`config.mk`:
```
export PLATFORM = sky130hd
export DESIGN_NAME = source_tokenizer_stream_flat
export DESIGN_NICKNAME = d
export VERILOG_FILES = /design/src/sv/tok_pkg.sv /design/src/sv/tok_if.sv /design/src/sv/tok_scan.sv /design/src/sv/tok_fifo.sv /design/src/sv/source_tokenizer_stream.sv /design/src/flat_wrapper.sv
export SDC_FILE = /design/constraint.sdc
export NUM_CORES = 1
export LEC_CHECK = 0
export BUFFER_PORTS_ARGS = -buffer_cell sky130_fd_sc_hd__buf_2
export CAP_MARGIN = 20
export CORE_ASPECT_RATIO = 1.75
export CORE_MARGIN = 10
export CORE_UTILIZATION = 60
export CTS_CLUSTER_SIZE = 28
export DETAILED_ROUTE_END_ITERATION = 10
export GPL_ROUTABILITY_DRIVEN = 0
export MAX_ROUTING_LAYER = met4
export PLACE_DENSITY = 0.74
export SYNTH_ARGS = -nofsm -noshare
export SYNTH_HDL_FRONTEND = slang
export SYNTH_SLANG_ARGS = --single-unit
```
`constraint.sdc`:
```
create_clock -name clock -period 7.1 [get_ports clock]
set_input_delay 1.065 -clock clock [delete_from_list [all_inputs] [get_ports clock]]
set_output_delay 1.065 -clock clock [all_outputs]
set_load 0.005 [all_outputs]
```
`src/sv/tok_pkg.sv`:
```
`default_nettype none

package tok_pkg;

   // Position counter widths; the result fields show the low 16 bits.
   localparam int LINE_BITS   = 16;
   localparam int COLUMN_BITS = 16;
   localparam int POS_BITS    = 16;

   // Result queue; the depth must be a power of two so that the pointers wrap.
   localparam int FIFO_DEPTH      = 4;
   localparam int FIFO_PTR_BITS   = $clog2(FIFO_DEPTH);
   localparam int FIFO_LEVEL_BITS = $clog2(FIFO_DEPTH + 1);

   // Token classes.
   localparam logic [5:0] CLS_IDENT     = 6'd0;
   localparam logic [5:0] CLS_NUMBER    = 6'd1;
   localparam logic [5:0] CLS_STRING    = 6'd2;
   localparam logic [5:0] CLS_PLUS      = 6'd3;
   localparam logic [5:0] CLS_PLUS_PLUS = 6'd5;
   localparam logic [5:0] CLS_MINUS     = 6'd6;
   localparam logic [5:0] CLS_ARROW     = 6'd8;
   localparam logic [5:0] CLS_STAR      = 6'd9;
   localparam logic [5:0] CLS_STAR_STAR = 6'd11;
   localparam logic [5:0] CLS_SLASH     = 6'd12;
   localparam logic [5:0] CLS_PERCENT   = 6'd14;
   localparam logic [5:0] CLS_ASSIGN    = 6'd16;
   localparam logic [5:0] CLS_BANG      = 6'd18;
   localparam logic [5:0] CLS_LESS      = 6'd20;
   localparam logic [5:0] CLS_GREATER   = 6'd22;
   localparam logic [5:0] CLS_LPAREN    = 6'd24;
   localparam logic [5:0] CLS_RPAREN    = 6'd25;
   localparam logic [5:0] CLS_LBRACE    = 6'd26;
   localparam logic [5:0] CLS_RBRACE    = 6'd27;
   localparam logic [5:0] CLS_LBRACKET  = 6'd28;
   localparam logic [5:0] CLS_RBRACKET  = 6'd29;
   localparam logic [5:0] CLS_COMMA     = 6'd30;
   localparam logic [5:0] CLS_DOT       = 6'd31;
   localparam logic [5:0] CLS_COLON     = 6'd32;
   localparam logic [5:0] CLS_SEMICOLON = 6'd33;
   localparam logic [5:0] CLS_UNKNOWN   = 6'd34;
   localparam logic [5:0] CLS_EOF       = 6'd35;

   // Byte codes.
   localparam logic [7:0] CH_TAB       = 8'h09;
   localparam logic [7:0] CH_LF        = 8'h0A;
   localparam logic [7:0] CH_CR        = 8'h0D;
   localparam logic [7:0] CH_SPACE     = 8'h20;
   localparam logic [7:0] CH_DQUOTE    = 8'h22;
   localparam logic [7:0] CH_SQUOTE    = 8'h27;
   localparam logic [7:0] CH_BACKSLASH = 8'h5C;
   localparam logic [7:0] CH_UNDERSCORE = 8'h5F;
   localparam logic [7:0] CH_PLUS      = 8'h2B;
   localparam logic [7:0] CH_MINUS     = 8'h2D;
   localparam logic [7:0] CH_STAR      = 8'h2A;
   localparam logic [7:0] CH_SLASH     = 8'h2F;
   localparam logic [7:0] CH_PERCENT   = 8'h25;
   localparam logic [7:0] CH_EQUAL     = 8'h3D;
   localparam logic [7:0] CH_BANG      = 8'h21;
   localparam logic [7:0] CH_LESS      = 8'h3C;
   localparam logic [7:0] CH_GREATER   = 8'h3E;
   localparam logic [7:0] CH_DOT       = 8'h2E;
   localparam logic [7:0] CH_HIGH      = 8'h80;
   localparam logic [7:0] CH_N         = 8'h6E;
   localparam logic [7:0] CH_T         = 8'h74;
   localparam logic [7:0] CH_R         = 8'h72;

   // One result beat.
   typedef struct packed {
      logic [5:0]          token_class;
      logic [7:0]          lexeme_byte;
      logic                byte_valid;
      logic                token_end;
      logic [POS_BITS-1:0] line_number;
      logic [POS_BITS-1:0] column_number;
      logic                last_of_run;
   } rsp_type;

   // What the scanner hands to the result queue for one source byte.
   typedef struct packed {
      logic [1:0] count;
      rsp_type    res0;
      rsp_type    res1;
   } scan_out_type;

   function automatic logic is_digit(input logic [7:0] b);
      return (b >= 8'h30) && (b <= 8'h39);
   endfunction

   function automatic logic is_alpha(input logic [7:0] b);
      return ((b >= 8'h61) && (b <= 8'h7A)) || ((b >= 8'h41) && (b <= 8'h5A));
   endfunction

   function automatic logic is_word(input logic [7:0] b);
      return is_alpha(b) || is_digit(b) || (b == CH_UNDERSCORE) || (b >= CH_HIGH);
   endfunction

   function automatic logic is_space(input logic [7:0] b);
      return (b == CH_SPACE) || (b == CH_TAB) || (b == CH_CR) || (b == CH_LF);
   endfunction

   function automatic logic [5:0] single_class(input logic [7:0] p);
      logic [5:0] c;
      case (p)
         CH_PLUS:    c = CLS_PLUS;
         CH_MINUS:   c = CLS_MINUS;
         CH_STAR:    c = CLS_STAR;
         CH_SLASH:   c = CLS_SLASH;
         CH_PERCENT: c = CLS_PERCENT;
         CH_EQUAL:   c = CLS_ASSIGN;
         CH_BANG:    c = CLS_BANG;
         CH_LESS:    c = CLS_LESS;
         CH_GREATER: c = CLS_GREATER;
         default:    c = CLS_UNKNOWN;
      endcase
      return c;
   endfunction

   function automatic logic [5:0] punct_class(input logic [7:0] b);
      logic [5:0] c;
      case (b)
         8'h28:   c = CLS_LPAREN;
         8'h29:   c = CLS_RPAREN;
         8'h7B:   c = CLS_LBRACE;
         8'h7D:   c = CLS_RBRACE;
         8'h5B:   c = CLS_LBRACKET;
         8'h5D:   c = CLS_RBRACKET;
         8'h2C:   c = CLS_COMMA;
         CH_DOT:  c = CLS_DOT;
         8'h3A:   c = CLS_COLON;
         8'h3B:   c = CLS_SEMICOLON;
         default: c = CLS_UNKNOWN;
      endcase
      return c;
   endfunction

   function automatic logic [7:0] unescape(input logic [7:0] b);
      logic [7:0] r;
      case (b)
         CH_N:    r = CH_LF;
         CH_T:    r = CH_TAB;
         CH_R:    r = CH_CR;
         default: r = b;
      endcase
      return r;
   endfunction

   // A result with no position; positions are filled in afterwards.
   function automatic rsp_type make_res(input logic [5:0] cls, input logic [7:0] b,
                                        input logic valid, input logic fin);
      rsp_type r;
      r               = '0;
      r.token_class   = cls;
      r.lexeme_byte   = valid ? b : 8'h00;
      r.byte_valid    = valid;
      r.token_end     = fin;
      return r;
   endfunction

endpackage

`default_nettype wire

```
`src/sv/tok_if.sv`:
```
`default_nettype none

// Source byte channel.
interface tok_req_if;
   logic       valid;
   logic       ready;
   logic [7:0] data_byte;
   logic       is_end;

   modport source (output valid, output data_byte, output is_end, input ready);
   modport sink   (input valid, input data_byte, input is_end, output ready);
endinterface

// Token result channel.
interface tok_rsp_if;
   logic        valid;
   logic        ready;
   logic [5:0]  token_class;
   logic [7:0]  lexeme_byte;
   logic        byte_valid;
   logic        token_end;
   logic [15:0] line_number;
   logic [15:0] column_number;
   logic        last_of_run;

   modport source (output valid, output token_class, output lexeme_byte,
                   output byte_valid, output token_end, output line_number,
                   output column_number, output last_of_run, input ready);
   modport sink   (input valid, input token_class, input lexeme_byte,
                   input byte_valid, input token_end, input line_number,
                   input column_number, input last_of_run, output ready);
endinterface

`default_nettype wire

```
`src/sv/tok_scan.sv`:
```
`default_nettype none

module tok_scan import tok_pkg::*; (
   input  wire logic         clock,
   input  wire logic         reset,
   input  wire logic         advance,
   input  wire logic [7:0]   data_byte,
   input  wire logic         is_end,
   output scan_out_type      scan_out
);

   typedef enum logic [2:0] {
      MODE_IDLE,
      MODE_IDENT,
      MODE_NUMBER,
      MODE_STRING,
      MODE_ESCAPE,
      MODE_OPER,
      MODE_COMMENT
   } mode_type;

   localparam logic [LINE_BITS-1:0]   LINE_MAX = '1;
   localparam logic [COLUMN_BITS-1:0] COL_MAX  = '1;
   localparam logic [LINE_BITS-1:0]   LINE_ONE = LINE_BITS'(1);
   localparam logic [COLUMN_BITS-1:0] COL_ONE  = COLUMN_BITS'(1);

   mode_type                 mode_ff, mode_in;
   logic [7:0]               pend_ff, pend_in;
   logic [7:0]               quote_ff, quote_in;
   logic [LINE_BITS-1:0]     line_ff, line_in, line_step;
   logic [COLUMN_BITS-1:0]   col_ff, col_in, col_step;
   logic [1:0]               cnt;
   logic                     start;
   logic                     close_prev;
   logic [5:0]               pair_cls;
   logic                     pair_hit;
   rsp_type                  res [2];

   // Position after this byte; an end marker does not move it.
   always_comb begin
      line_step = line_ff;
      col_step  = col_ff;
      if (!is_end) begin
         if (data_byte == CH_LF) begin
            if (line_ff != LINE_MAX) line_step = line_ff + 1'b1;
            col_step = COL_ONE;
         end else if (col_ff != COL_MAX) begin
            col_step = col_ff + 1'b1;
         end
      end
   end

   // Two-byte operator made of the pending operator and this byte.
   always_comb begin
      pair_hit = 1'b1;
      pair_cls = CLS_UNKNOWN;
      if (data_byte == CH_EQUAL) begin
         pair_cls = single_class(pend_ff) + 6'd1;
      end else if (pend_ff == CH_PLUS && data_byte == CH_PLUS) begin
         pair_cls = CLS_PLUS_PLUS;
      end else if (pend_ff == CH_MINUS && data_byte == CH_GREATER) begin
         pair_cls = CLS_ARROW;
      end else if (pend_ff == CH_STAR && data_byte == CH_STAR) begin
         pair_cls = CLS_STAR_STAR;
      end else begin
         pair_hit = 1'b0;
      end
   end

   // Mode update and the results that this byte causes.
   always_comb begin
      mode_in    = mode_ff;
      pend_in    = pend_ff;
      quote_in   = quote_ff;
      line_in    = line_step;
      col_in     = col_step;
      cnt        = 2'd0;
      start      = 1'b0;
      close_prev = 1'b0;
      res[0]     = '0;
      res[1]     = '0;

      if (is_end) begin
         // Flush whatever token is open, then close the source.
         unique case (mode_ff)
            MODE_IDENT: begin
               res[cnt[0]] = make_res(CLS_IDENT, 8'h00, 1'b0, 1'b1);
               cnt = cnt + 2'd1;
            end
            MODE_NUMBER: begin
               res[cnt[0]] = make_res(CLS_NUMBER, 8'h00, 1'b0, 1'b1);
               cnt = cnt + 2'd1;
            end
            MODE_STRING, MODE_ESCAPE: begin
               res[cnt[0]] = make_res(CLS_STRING, 8'h00, 1'b0, 1'b1);
               cnt = cnt + 2'd1;
            end
            MODE_OPER: begin
               res[cnt[0]] = make_res(single_class(pend_ff), pend_ff, 1'b1, 1'b1);
               cnt = cnt + 2'd1;
            end
            default: begin
            end
         endcase
         res[cnt[0]] = make_res(CLS_EOF, 8'h00, 1'b0, 1'b1);
         cnt      = cnt + 2'd1;
         mode_in  = MODE_IDLE;
         pend_in  = 8'h00;
         quote_in = 8'h00;
         line_in  = LINE_ONE;
         col_in   = COL_ONE;
      end else begin
         unique case (mode_ff)
            MODE_IDENT, MODE_NUMBER: begin
               if ((mode_ff == MODE_IDENT) ? is_word(data_byte)
                     : (is_digit(data_byte) || data_byte == CH_DOT)) begin
                  res[cnt[0]] = make_res((mode_ff == MODE_IDENT) ? CLS_IDENT : CLS_NUMBER,
                                         data_byte, 1'b1, 1'b0);
                  cnt = cnt + 2'd1;
               end else begin
                  res[cnt[0]] = make_res((mode_ff == MODE_IDENT) ? CLS_IDENT : CLS_NUMBER,
                                         8'h00, 1'b0, 1'b1);
                  cnt        = cnt + 2'd1;
                  start      = 1'b1;
                  close_prev = 1'b1;
               end
            end
            MODE_STRING: begin
               if (data_byte == quote_ff) begin
                  res[cnt[0]] = make_res(CLS_STRING, 8'h00, 1'b0, 1'b1);
                  cnt     = cnt + 2'd1;
                  mode_in = MODE_IDLE;
               end else if (data_byte == CH_BACKSLASH) begin
                  mode_in = MODE_ESCAPE;
               end else begin
                  res[cnt[0]] = make_res(CLS_STRING, data_byte, 1'b1, 1'b0);
                  cnt = cnt + 2'd1;
               end
            end
            MODE_ESCAPE: begin
               res[cnt[0]] = make_res(CLS_STRING, unescape(data_byte), 1'b1, 1'b0);
               cnt     = cnt + 2'd1;
               mode_in = MODE_STRING;
            end
            MODE_COMMENT: begin
               if (data_byte == CH_LF) mode_in = MODE_IDLE;
            end
            MODE_OPER: begin
               if (pend_ff == CH_SLASH && data_byte == CH_SLASH) begin
                  mode_in = MODE_COMMENT;
               end else if (pair_hit) begin
                  res[0]  = make_res(pair_cls, pend_ff, 1'b1, 1'b0);
                  res[1]  = make_res(pair_cls, data_byte, 1'b1, 1'b1);
                  cnt     = 2'd2;
                  mode_in = MODE_IDLE;
               end else begin
                  res[cnt[0]] = make_res(single_class(pend_ff), pend_ff, 1'b1, 1'b1);
                  cnt        = cnt + 2'd1;
                  start      = 1'b1;
                  close_prev = 1'b1;
               end
            end
            default: begin
               start = 1'b1;
            end
         endcase

         // A byte seen between tokens opens the next one unless it is white space.
         if (start) begin
            mode_in = MODE_IDLE;
            if (is_space(data_byte)) begin
               mode_in = MODE_IDLE;
            end else if (data_byte == CH_DQUOTE || data_byte == CH_SQUOTE) begin
               mode_in  = MODE_STRING;
               quote_in = data_byte;
            end else if (is_digit(data_byte)) begin
               mode_in = MODE_NUMBER;
               res[cnt[0]] = make_res(CLS_NUMBER, data_byte, 1'b1, 1'b0);
               cnt = cnt + 2'd1;
            end else if (is_word(data_byte)) begin
               mode_in = MODE_IDENT;
               res[cnt[0]] = make_res(CLS_IDENT, data_byte, 1'b1, 1'b0);
               cnt = cnt + 2'd1;
            end else if (single_class(data_byte) != CLS_UNKNOWN) begin
               mode_in = MODE_OPER;
               pend_in = data_byte;
            end else begin
               res[cnt[0]] = make_res(punct_class(data_byte), data_byte, 1'b1, 1'b1);
               cnt = cnt + 2'd1;
            end
         end
      end

      // A token closed by the byte that follows it ends where it stood before
      // that byte; every other closing item sees the position after the byte.
      for (int k = 0; k < 2; k++) begin
         if (res[k].token_end) begin
            if (close_prev && k == 0) begin
               res[k].line_number   = POS_BITS'(line_ff);
               res[k].column_number = POS_BITS'(col_ff);
            end else begin
               res[k].line_number   = POS_BITS'(line_step);
               res[k].column_number = POS_BITS'(col_step);
            end
         end
      end
      if (cnt != 2'd0) res[cnt[1]].last_of_run = 1'b1;
   end

   assign scan_out.count = cnt;
   assign scan_out.res0  = res[0];
   assign scan_out.res1  = res[1];

   // Scanner state advances once per consumed byte.
   always_ff @(posedge clock) begin
      if (reset) begin
         mode_ff  <= MODE_IDLE;
         pend_ff  <= 8'h00;
         quote_ff <= 8'h00;
         line_ff  <= LINE_ONE;
         col_ff   <= COL_ONE;
      end else if (advance) begin
         mode_ff  <= mode_in;
         pend_ff  <= pend_in;
         quote_ff <= quote_in;
         line_ff  <= line_in;
         col_ff   <= col_in;
      end
   end

endmodule

`default_nettype wire

```
`src/sv/tok_fifo.sv`:
```
`default_nettype none

module tok_fifo import tok_pkg::*; (
   input  wire logic                        clock,
   input  wire logic                        reset,
   input  wire logic [1:0]                  push_count,
   input  wire rsp_type                     push0,
   input  wire rsp_type                     push1,
   input  wire logic                        pop,
   output rsp_type                          head,
   output logic [FIFO_LEVEL_BITS-1:0]       level
);

   rsp_type                      mem_ff [FIFO_DEPTH];
   logic [FIFO_PTR_BITS-1:0]     wr_ff, wr_in, wr_next;
   logic [FIFO_PTR_BITS-1:0]     rd_ff, rd_in;
   logic [FIFO_LEVEL_BITS-1:0]   level_ff, level_in;

   // Pointer and fill level update; up to two beats enter per cycle.
   always_comb begin
      wr_next  = wr_ff + 1'b1;
      wr_in    = wr_ff + FIFO_PTR_BITS'(push_count);
      rd_in    = pop ? FIFO_PTR_BITS'(rd_ff + 1'b1) : rd_ff;
      level_in = level_ff + FIFO_LEVEL_BITS'(push_count) - FIFO_LEVEL_BITS'(pop);
   end

   always_ff @(posedge clock) begin
      if (reset) begin
         wr_ff    <= '0;
         rd_ff    <= '0;
         level_ff <= '0;
      end else begin
         wr_ff    <= wr_in;
         rd_ff    <= rd_in;
         level_ff <= level_in;
      end
   end

   // Result storage.
   always_ff @(posedge clock) begin
      if (push_count != 2'd0) mem_ff[wr_ff] <= push0;
      if (push_count == 2'd2) mem_ff[wr_next] <= push1;
   end

   assign head  = mem_ff[rd_ff];
   assign level = level_ff;

endmodule

`default_nettype wire

```
`src/sv/source_tokenizer_stream.sv`:
```
// Streaming source tokenizer.
// req_ch carries one source byte per beat (data_byte), or an end marker
// (is_end) that flushes any open token and then gives an end-of-file token.
// rsp_ch carries one token item per beat: a lexeme byte, or a closing item
// with the token class and the line and column after the token's last byte,
// or both. last_of_run marks the final item caused by one source byte.
// A source byte gives zero, one or two items.
// An accepted byte is held in the input register; its items reach rsp_ch
// via the queue. One byte is taken every cycle while the four-entry result
// queue has room for two more items, so the sustained rate is one byte per
// cycle when the receiver takes an item every cycle and bytes give at most
// one item on average; the queue's drain rate sets it otherwise.
// Reset clears the scanner to between tokens at line 1, column 1 and
// empties the input stage and the result queue. When the receiver stalls
// the queue fills and req_ch.ready falls; nothing is dropped.
// After an end marker the scanner is back in its reset state.
`default_nettype none

module source_tokenizer_stream import tok_pkg::*; (
   input wire logic clock,
   input wire logic reset,
   tok_req_if.sink  req_ch,
   tok_rsp_if.source rsp_ch
);

   logic                         in_valid_ff;
   logic [7:0]                   in_byte_ff;
   logic                         in_end_ff;
   logic                         consume;
   logic                         pop;
   logic [1:0]                   push_count;
   logic [FIFO_LEVEL_BITS-1:0]   fifo_level;
   scan_out_type                 scan_out;
   rsp_type                      head;

   // The held byte is scanned once the queue can take two beats.
   assign consume      = in_valid_ff && (fifo_level <= FIFO_LEVEL_BITS'(FIFO_DEPTH - 2));
   assign req_ch.ready = !in_valid_ff || consume;
   assign push_count   = consume ? scan_out.count : 2'd0;
   assign pop          = rsp_ch.valid && rsp_ch.ready;

   // Input register.
   always_ff @(posedge clock) begin
      if (reset) begin
         in_valid_ff <= 1'b0;
      end else if (req_ch.ready) begin
         in_valid_ff <= req_ch.valid;
      end
   end

   always_ff @(posedge clock) begin
      if (req_ch.ready && req_ch.valid) begin
         in_byte_ff <= req_ch.data_byte;
         in_end_ff  <= req_ch.is_end;
      end
   end

   tok_scan u_scan (
      .clock     (clock),
      .reset     (reset),
      .advance   (consume),
      .data_byte (in_byte_ff),
      .is_end    (in_end_ff),
      .scan_out  (scan_out)
   );

   tok_fifo u_fifo (
      .clock      (clock),
      .reset      (reset),
      .push_count (push_count),
      .push0      (scan_out.res0),
      .push1      (scan_out.res1),
      .pop        (pop),
      .head       (head),
      .level      (fifo_level)
   );

   // Result channel.
   assign rsp_ch.valid         = (fifo_level != '0);
   assign rsp_ch.token_class   = head.token_class;
   assign rsp_ch.lexeme_byte   = head.lexeme_byte;
   assign rsp_ch.byte_valid    = head.byte_valid;
   assign rsp_ch.token_end     = head.token_end;
   assign rsp_ch.line_number   = head.line_number;
   assign rsp_ch.column_number = head.column_number;
   assign rsp_ch.last_of_run   = head.last_of_run;

   // The queue never overfills.
   assert property (@(posedge clock) disable iff (reset)
      fifo_level <= FIFO_LEVEL_BITS'(FIFO_DEPTH))
      else $error("result queue overfilled");

   // A beat taken with nothing entering lowers the fill level by one.
   assert property (@(posedge clock) disable iff (reset)
      (pop && push_count == 2'd0) |=> (fifo_level == $past(fifo_level) - 1'b1))
      else $error("result queue level lost track of a pop");

   // An end marker always finishes with an end-of-file token.
   assert property (@(posedge clock) disable iff (reset)
      (consume && in_end_ff) |->
         ((scan_out.count == 2'd1 && scan_out.res0.token_class == CLS_EOF) ||
          (scan_out.count == 2'd2 && scan_out.res1.token_class == CLS_EOF)))
      else $error("end marker without end-of-file token");

   // Every delivered item carries a byte or closes a token.
   assert property (@(posedge clock) disable iff (reset)
      rsp_ch.valid |-> (rsp_ch.byte_valid || rsp_ch.token_end))
      else $error("empty result item");

endmodule

`default_nettype wire
```
`src/flat_wrapper.sv`:
```
// flat-port wrapper written by rule: the top's interface ports become plain ports
module source_tokenizer_stream_flat import tok_pkg::*;
  (clock, reset, req_ch_valid, req_ch_data_byte, req_ch_is_end, req_ch_ready, rsp_ch_valid, rsp_ch_token_class, rsp_ch_lexeme_byte, rsp_ch_byte_valid, rsp_ch_token_end, rsp_ch_line_number, rsp_ch_column_number, rsp_ch_last_of_run, rsp_ch_ready);
  tok_req_if req_ch_i ();
  tok_rsp_if rsp_ch_i ();
  input wire logic clock;
  input wire logic reset;
  input wire logic [$bits(req_ch_i.valid)-1:0] req_ch_valid;
  input wire logic [$bits(req_ch_i.data_byte)-1:0] req_ch_data_byte;
  input wire logic [$bits(req_ch_i.is_end)-1:0] req_ch_is_end;
  output wire logic [$bits(req_ch_i.ready)-1:0] req_ch_ready;
  output wire logic [$bits(rsp_ch_i.valid)-1:0] rsp_ch_valid;
  output wire logic [$bits(rsp_ch_i.token_class)-1:0] rsp_ch_token_class;
  output wire logic [$bits(rsp_ch_i.lexeme_byte)-1:0] rsp_ch_lexeme_byte;
  output wire logic [$bits(rsp_ch_i.byte_valid)-1:0] rsp_ch_byte_valid;
  output wire logic [$bits(rsp_ch_i.token_end)-1:0] rsp_ch_token_end;
  output wire logic [$bits(rsp_ch_i.line_number)-1:0] rsp_ch_line_number;
  output wire logic [$bits(rsp_ch_i.column_number)-1:0] rsp_ch_column_number;
  output wire logic [$bits(rsp_ch_i.last_of_run)-1:0] rsp_ch_last_of_run;
  input wire logic [$bits(rsp_ch_i.ready)-1:0] rsp_ch_ready;
  assign req_ch_i.valid = req_ch_valid;
  assign req_ch_i.data_byte = req_ch_data_byte;
  assign req_ch_i.is_end = req_ch_is_end;
  assign req_ch_ready = req_ch_i.ready;
  assign rsp_ch_valid = rsp_ch_i.valid;
  assign rsp_ch_token_class = rsp_ch_i.token_class;
  assign rsp_ch_lexeme_byte = rsp_ch_i.lexeme_byte;
  assign rsp_ch_byte_valid = rsp_ch_i.byte_valid;
  assign rsp_ch_token_end = rsp_ch_i.token_end;
  assign rsp_ch_line_number = rsp_ch_i.line_number;
  assign rsp_ch_column_number = rsp_ch_i.column_number;
  assign rsp_ch_last_of_run = rsp_ch_i.last_of_run;
  assign rsp_ch_i.ready = rsp_ch_ready;
  source_tokenizer_stream u_core (.clock(clock), .reset(reset), .req_ch(req_ch_i), .rsp_ch(rsp_ch_i));
endmodule
```
Word-level counts from Yosys, hierarchy flattened
Memories as Yosys holds them, arrays and structs flattened. A register that Yosys moved wholly into a read port is not among the register bits.
Cells that the tools add are included.
Storage, ports and cells
  input bits: 13
  memories: 1
  register bits after elaboration: 68
  RAM bits: 196
Operators by class
  reduce and logical (&&, ||, !) cells: 39
  add/sub/neg operators: 10
  bitwise logic cells: 6
  magnitude comparators: 14
  equality and inequality tests: 57
  mux-type cells: 122
Memories
  u_core.u_fifo.mem_ff: depth 4, width 49, read ports 1, clocked after memory_dff 1, wr ports 2, line tok_fifo.sv:14  | rsp_type mem_ff [FIFO_DEPTH];
Operators by type and width (count)
  $mux 98: 9
  $bwmux 98: 4
  $mux 49: 8
  $pmux 49 s4: 2
  $eq 8x6->1 const B: 27
  $demux 49 s1: 3
  $mux 16: 8
  $mux 6: 18
  $pmux 6 s9: 2
  $mux 32: 3
  $and 90x90->90: 1
  $mux 45: 2
  $not 90->90: 1
  $mux 8: 11
  $eq 8x7->1 const B: 9
  $pmux 6 s10: 1
  $mux 43: 1
  $mux 3: 12
  $add 16x1->16 const B: 2
  $ne 16x16->1 const B: 2
  $mux 2: 14
  $eq 8x4->1 const B: 3
  $pmux 8 s3: 1
  $mux 1: 19
  other kinds (40): 85

Depth between registers and ports, before layout
Gate-level depths: netlist of run 1.
  depth in word-level cells: 31
  mapped depth: 16
  gate-level depth less buffers: 14

Hierarchy
A second synthesis of run 1 with hierarchy kept.
Second synthesis, totals
  cells, all modules: 1406
  area, all modules: 16113.0 um^2
By module, submodules not included
  tok_fifo: cells an instance 519, times used 1, area each 9952.0 um^2
  tok_scan: cells an instance 865, times used 1, area each 5779.3 um^2
  source_tokenizer_stream: cells an instance 22, times used 1, area each 381.6 um^2

Worst setup path after synthesis of run 1
Ideal clock, no wire load.
  path type: register to register
  start point: register u_core.in_byte_ff[4]
  end point: memory u_core.u_fifo.mem_ff[1][0] (netlist name) (enable)
  slack: 1.635 ns
  data required time: 6.639 ns
  arrival time: 5.003 ns
  period minus slack after synthesis: 5.465 ns
  setup time: 0.461 ns
  cell stages (with the launch flop): 11
  cell sequence: edfxtp_1 or4b_1 buf_2 o22ai_1 nor2_1 a21oi_1 a21oi_1 o31ai_1 nand2_1 a21oi_1 nor2b_1
RTL lines
  start, declared: line source_tokenizer_stream.sv:27  | logic [7:0] in_byte_ff;
  start signal, assigned: line source_tokenizer_stream.sv:53  | in_byte_ff <= req_ch.data_byte;
  end, declared: line tok_fifo.sv:14

==> results of run 1 <==
[final timing paths]
| path | start | end | slack, ns |
|---|---|---|---|
| worst min register to register | u_core.u_scan.quote_ff[6] | u_core.u_scan.quote_ff[6] | 0.50 |
| worst max-delay path | u_core.in_byte_ff[4] | u_core.u_fifo.mem_ff[1][23] | 1.93 |
| worst min-delay path | u_core.u_scan.quote_ff[6] | u_core.u_scan.quote_ff[6] | 0.50 |
| worst max register to register | u_core.in_byte_ff[4] | u_core.u_fifo.mem_ff[1][23] | 1.93 |
[power groups by stage]
stage,Sequential (mW),Combinational [mW],Clock (mW)
after detailed placement,1.86,0.936,0
after CTS,1.83,0.942,1.35
after floorplan,1.83,0.648,0
after global placement,1.86,0.924,0
final,1.83,0.950,1.34
after global routing,1.84,1.03,1.40
[flip-flops by register name (all words and copies together), names as in the netlist, named ones only]
name	flops
u_core.u_fifo.mem_ff	196
u_core.u_scan.col_ff	16
u_core.u_scan.line_ff	16
u_core.in_byte_ff	8
u_core.u_scan.pend_ff	8
u_core.u_scan.quote_ff	8
u_core.u_fifo.level	3
u_core.u_scan.mode_ff	3
u_core.u_fifo.rd_ff	2
u_core.u_fifo.wr_ff	2
u_core.in_end_ff	1
u_core.in_valid_ff	1
[through the flow]
step	setup WS [ns]	hold slack (ns)	std cells	instance area (sq um)	util
2_1_floorplan	1.64	0.451	1396	14800	-
3_3_place_gp	2.16	0.480	1672	15200	0.623
3_5_place_dp	2.06	0.473	1672	15200	0.623
4_1_cts	2.03	0.490	1716	16000	0.655
5_1_grt	1.60	0.499	1717	16000	0.657
6_report	1.93	0.495	1717	16000	0.657
[cells by family after synthesis]
group	share of synthesized area
XOR/XNOR	0.0213
adder cells (fa/ha/maj)	0.00559
multiplexers	0.122
buffers and inverters	0.0372
flip-flops	0.499
AO/OA/AOI/OAI	0.162
AND/OR/NAND/NOR	0.153
[layout by cell type, fill, tap and decap left out, types with 14 or more instances in the layout]
master and count:
sky130_fd_sc_hd__nand2_1 124, sky130_fd_sc_hd__buf_4 16, sky130_fd_sc_hd__or3_1 14, sky130_fd_sc_hd__o21ai_0 78, sky130_fd_sc_hd__and3_1 18, sky130_fd_sc_hd__and2_1 16
sky130_fd_sc_hd__a21oi_1 109, sky130_fd_sc_hd__xnor2_1 24, sky130_fd_sc_hd__nand4_1 18, sky130_fd_sc_hd__a22oi_1 24, sky130_fd_sc_hd__edfxtp_1 205, sky130_fd_sc_hd__nor2b_1 21
sky130_fd_sc_hd__buf_2 63, sky130_fd_sc_hd__mux4_2 49, sky130_fd_sc_hd__o21ai_1 15, sky130_fd_sc_hd__nand3_1 26, sky130_fd_sc_hd__nor3_1 20, sky130_fd_sc_hd__inv_1 20
sky130_fd_sc_hd__o22ai_1 18, sky130_fd_sc_hd__dfxtp_1 59, sky130_fd_sc_hd__a22o_1 40, sky130_fd_sc_hd__mux2i_1 55, sky130_fd_sc_hd__nor2_1 146, sky130_fd_sc_hd__clkbuf_16 24
[worst max-delay path, cell delays in order (launching register included)]
cell and delay [ns]:
sky130_fd_sc_hd__edfxtp_1 0.62, sky130_fd_sc_hd__or4b_1 0.75, sky130_fd_sc_hd__o22ai_1 0.57, sky130_fd_sc_hd__nor2_1 0.11, sky130_fd_sc_hd__a21oi_1 0.51, sky130_fd_sc_hd__a21oi_1 0.26, sky130_fd_sc_hd__o31ai_1 0.45, sky130_fd_sc_hd__nand2_1 0.10
sky130_fd_sc_hd__a21oi_1 0.26, sky130_fd_sc_hd__nor2b_4 0.69, sky130_fd_sc_hd__buf_4 0.53
[per-layer routing]
metal / GRT usage / up-vias / part of all wire
met4: 0.172 / 0 / 0.069
li1: - / 5260 / -
met5: - / - / 0
met1: 0.261 / 5538 / 0.34
met2: 0.479 / 651 / 0.53
met3: 0.0316 / 191 / 0.066
[area by class of cell]
| class | instances | area, sq um | share of cell area |
|---|---|---|---|
| tap | 312 | 390 | 0.0243 |
| inverter | 20 | 75.1 | 0.00468 |
| multi-input combinational | 994 | 6910 | 0.431 |
| clock inverter | 13 | 158 | 0.00982 |
| timing repair buffer | 81 | 483 | 0.0301 |
| sequential | 266 | 7380 | 0.460 |
| clock buffer | 31 | 647 | 0.0403 |
==> impl_metrics.py, run 1 <==
metrics = {
    "final_layout": {
        "insertedDiodeCount": 0,
        "fraction_of_final_layout_cells_sized_beyond_drive_strength_1": 0.150,
        "finish.net_count": 1406,
        "area_growth_syn_to_layout_pct": 8.53,
        "fillerInstances": 1866,
    },
    "pwr": {
        "p_comb_frac": 0.230,
        "switching_share": 0.292,
        "power_per_cell_area_nw_per_um2": 257,
        "pwr-share-seq": 0.444,
        "intPower_mw": 2.92,
        "switching_power_mw": 1.20,
        "leakagePower_nw": 5.69,
        "irDropWorstVdd_mv": 0.239,
        "power.total_mw": 4.12,
        "share_clk_of_total_power": 0.326,
    },
    "routing": {
        "wirelength_um": 41800,
        "drt_drc_violations_left": 0,
        "detail_route.iter0.violations": 1342,
        "average_wire_per_cell_in_the_routed_design_um": 24.3,
        "detail_route.vias_per_cell": 6.78,
        "vias": 11640,
        "dr.pass1.iters": 8,
        "ant_nets": 0,
    },
    "clocking": {
        "insertion_delay_ns": 0.56,
        "cts_buffers": 24,
        "cts_max_path_buffers": 3,
        "postCtsSetupRepairBufs": 0,
        "cts.root.buffer_cell": "sky130_fd_sc_hd__clkbuf_16",
        "cts.clk_slew.worst_paths_ns": 0.07,
        "cts_hold_buf": 0,
        "ctsResizeCount": 0,
        "cts_htree_levels": 1,
        "tritoncts": "built",
        "cts.sinks": 266,
    },
    "worst_setup_path": {
        "critPathKind": "flop to flop",
        "critPathLaunchType": "flop",
        "worst-endpoint-required_ns": 7.31,
        "capturing_element_type_of_the_critical_path": "flop",
        "critical_path_peak_fanout": 29,
        "critPathArrivalTime_ns": 5.38,
        "ff2ff_path_depth": 10,
    },
    "global_routing": {
        "grt_overflow": 0,
        "grt_antenna_before_repair": 0,
        "pin_count_of_the_biggest_net_entering_global_routing": 59,
        "grt_usage": 0.263,
        "global_route_wire_length_before_repair_um": 64200,
        "vias_in_the_first_global_route": 11462,
    },
    "place": {
        "dp_hpwl_um": 28000,
        "numPortBuffers": 63,
    },
    "yosys": {
        "synth-async-reset-ratio": 0,
        "synth_edf_count": 205,
        "synthMostInstantiatedCell": "sky130_fd_sc_hd__edfxtp_1",
        "synth_area_sq_um": 14800,
        "postSynthNetCount": 1415,
        "most_instantiated_cells_after_synthesis": "sky130_fd_sc_hd__edfxtp_1, sky130_fd_sc_hd__nor2_1, sky130_fd_sc_hd__nand2_1",
        "post_synthesis_sequential_area_ratio": 0.499,
        "post_synth_num_cell_types": 86,
        "synth_area_leaders": "sky130_fd_sc_hd__edfxtp_1, sky130_fd_sc_hd__dfxtp_1, sky130_fd_sc_hd__mux4_2, sky130_fd_sc_hd__a21oi_1, sky130_fd_sc_hd__nor2_1",
        "synth_top_area_share": 0.416,
        "syn-mean-instance-area_sq_um": 10.6,
        "syn-instance-count": 1396,
        "synth_top_area_cell": "sky130_fd_sc_hd__edfxtp_1",
        "synthesis.yosys.warnings": 0,
        "synthFlopType": "sky130_fd_sc_hd__edfxtp_1",
        "ys_seq_elements": 266,
    },
    "floorplanning": {
        "vert_die_dim_um": 228,
        "initial_cell_density_of_the_core": 0.605,
        "std_cell_rows": 76,
        "fp.dieW_um": 139,
        "dieArea_sq_um": 31600,
        "core_area_sq_um": 24400,
        "design.portCount": 64,
    },
    "timing": {
        "period_minus_slack_ns": 5.17,
        "hold_violations": 0,
        "timing.slew.headroom": 0.232,
        "setup_total_negative_slack_ns": 0,
        "clock.fmax_mhz": 193,
        "final_setup_vio_count": 0,
        "rsz_0062_raised_after_global_routing": "false",
        "tightestPinTransition_ns": 1.14,
        "fin_crit_sh": 0.729,
        "finalClockSkew_ns": 0.0308,
        "final-max-slew-violation-count": 0,
    },
    "flow_run": {
        "maxCapViolCount": 0,
    },
    "run_status": {
        "outcome": "completed",
    },
    "worst_hold_path": {
        "worstHoldPathCells": 1,
        "hold_path.class": "flop to flop",
    },
}
(Power assumes the default switching activity.)
==> run 2, diff against run 1 <==
Clock period 7.1 ns to 5.41 ns, I/O delays scaled along.
==> impl_metrics.py, run 2 (same netlist as run 1, synthesis figures left out) <==
metrics = {
    "clocking": {
        "tritoncts": "built",
        "cts_htree_levels": 1,
        "cts_buffers": 24,
        "insertion_delay_ns": 0.54,
        "cts.clk_slew.worst_paths_ns": 0.06,
        "postCtsSetupRepairBufs": 0,
        "ctsResizeCount": 0,
        "cts_max_path_buffers": 3,
        "cts.root.buffer_cell": "sky130_fd_sc_hd__clkbuf_16",
        "cts.sinks": 266,
        "cts_hold_buf": 0,
    },
    "routing": {
        "wirelength_um": 42700,
        "detail_route.vias_per_cell": 6.82,
        "drt_drc_violations_left": 2,
        "dr.pass1.iters": 11,
        "average_wire_per_cell_in_the_routed_design_um": 24.6,
        "detail_route.iter0.violations": 1253,
        "vias": 11826,
        "ant_nets": 0,
    },
    "worst_hold_path": {
        "worst_hold_startpoint": "req_ch_is_end",
        "hold_path.class": "input port to flop",
    },
    "final_layout": {
        "area_growth_syn_to_layout_pct": 9.54,
        "finish.utilization": 0.663,
        "layout.cells.most_common": "sky130_fd_sc_hd__edfxtp_1",
        "fraction_of_final_layout_cells_sized_beyond_drive_strength_1": 0.162,
        "insertedDiodeCount": 0,
        "largest_reg_flops": 196,
        "largest-register": "u_core.u_fifo.mem_ff",
        "finish.net_count": 1424,
        "largest_registers": "u_core.u_fifo.mem_ff x196, u_core.u_scan.col_ff x16, u_core.u_scan.line_ff x16",
        "most_frequent_cells_in_the_layout": "sky130_fd_sc_hd__edfxtp_1, sky130_fd_sc_hd__nor2_1, sky130_fd_sc_hd__nand2_1",
        "non_filler_cells_in_the_finished_layout": 1735,
    },
    "worst_setup_path": {
        "worstSetupStartpoint": "u_core.in_byte_ff[1]",
        "critPathArrivalTime_ns": 5.06,
        "critical_path_peak_fanout": 17,
        "worst_path_largest_cell_delay_ns": 0.80,
        "capturing_element_type_of_the_critical_path": "flop",
        "crit_chain": "buf_4 > nor4bb_1 > and2_1 > a311o_1 > or3_1 > nor3_1 > o21ai_2 > nor2_1 > a21o_1 > a22o_1",
        "critPathKind": "flop to flop",
        "worst-endpoint-required_ns": 5.80,
        "crit_slowest_cell": "sky130_fd_sc_hd__nor3_1",
        "worstReg2RegStart": "u_core.in_byte_ff[1]",
        "critPathLaunchType": "flop",
    },
    "timing": {
        "fin_crit_sh": 0.863,
        "timing.slew.headroom": 0.201,
        "period_minus_slack_ns": 4.67,
        "clock.fmax_mhz": 214,
        "final-max-slew-violation-count": 0,
        "hold_violations": 0,
        "holdWs_ns": 0.462,
        "tightestPinTransition_ns": 1.18,
        "setup_total_negative_slack_ns": 0,
        "postLayoutSetupSlackWorst_ns": 0.740,
        "rsz_0062_raised_after_global_routing": "false",
        "finalClockSkew_ns": 0.0249,
        "final_setup_vio_count": 0,
    },
    "pwr": {
        "switching_share": 0.285,
        "power_per_cell_area_nw_per_um2": 337,
        "leakagePower_nw": 5.78,
        "p_comb_frac": 0.218,
        "switching_power_mw": 1.56,
        "irDropWorstVdd_mv": 0.289,
        "share_clk_of_total_power": 0.331,
        "intPower_mw": 3.90,
        "pwr-share-seq": 0.451,
    },
    "global_routing": {
        "vias_in_the_first_global_route": 11615,
        "grt_usage": 0.272,
        "grt_antenna_before_repair": 0,
        "global_route_wire_length_before_repair_um": 65800,
        "pin_count_of_the_biggest_net_entering_global_routing": 54,
        "grt_overflow": 0,
    },
    "floorplanning": {
        "core_area_sq_um": 24400,
        "std_cell_rows": 76,
        "initial_cell_density_of_the_core": 0.605,
        "fp.dieW_um": 139,
        "design.portCount": 64,
        "dieArea_sq_um": 31600,
        "vert_die_dim_um": 228,
    },
    "flow_run": {
        "maxCapViolCount": 0,
    },
    "run_status": {
        "outcome": "finished with violations",
        "failed_checks": "design-rule violations",
    },
    "place": {
        "placed_cells_incl_taps": 1691,
        "dp_hpwl_um": 29300,
        "numPortBuffers": 63,
        "dp_worst_setup_slack_ns": 0.846,
    },
}
==> run 2: changes by cell type in the layout (fill, tap and decap cells not counted), sizes merged <==
cell,change
buf,+18
clkbuf,-3
clkinvlp,+3
bufinv,+2
inv,-2
==> run 2: final cells by class <==
class	count	area [sq um]
fillers	1884	8240
flip-flops and latches	266	7380
multi-input cells	994	6910
clock buffers	28	626
repair buffers	99	598
well taps	312	390
clock inverters	16	213
inverters	20	75.1
==> run 2: power by group through the flow <==
stage / Combinational (mW) / Sequential [mW] / Clock [mW]
floorplan: 0.852 / 2.40 / 0
global placement: 1.18 / 2.50 / 0
detailed placement: 1.19 / 2.51 / 0
CTS: 1.19 / 2.46 / 1.81
global route: 1.28 / 2.48 / 1.90
finish: 1.19 / 2.46 / 1.81
==> run 2: metrics by stage <==
step | area [sq um] | power (mW)
6_report | 16200 | 5.45
5_1_grt | 16200 | 5.66
4_1_cts | 16200 | 5.47
3_5_place_dp | 15400 | 3.70
3_3_place_gp | 15400 | 3.68
2_1_floorplan | 14800 | 3.25
==> run 2: worst max-delay path: cells and delay by family, from the launching register on <==
family          cells  cell delay [ns]
compound gates      4             1.53
buf+inv             1             0.26
flops               1             0.61
simple gates        5             2.13
==> run 2: layer usage <==
metal / track usage / share of wire / wire, um / vias to the layer above
met2: 0.494 / 0.54 / 22900 / 697
met4: 0.159 / 0.062 / 2660 / 0
li1: - / - / - / 5288
met3: 0.0289 / 0.071 / 3050 / 200
met5: - / 0 / 0 / -
met1: 0.279 / 0.33 / 14200 / 5641
==> run 2: worst paths after layout <==
| check | end | slack (ns) | cells after the start |
|---|---|---|---|
| worst max-delay path | u_core.u_fifo.mem_ff[3][8] | 0.74 | 10 |
| worst min register to register | u_core.u_scan.quote_ff[4] | 0.49 | 1 |
| worst min-delay path | u_core.in_end_ff | 0.46 | 1 |
| worst max register to register | u_core.u_fifo.mem_ff[3][8] | 0.74 | 10 |
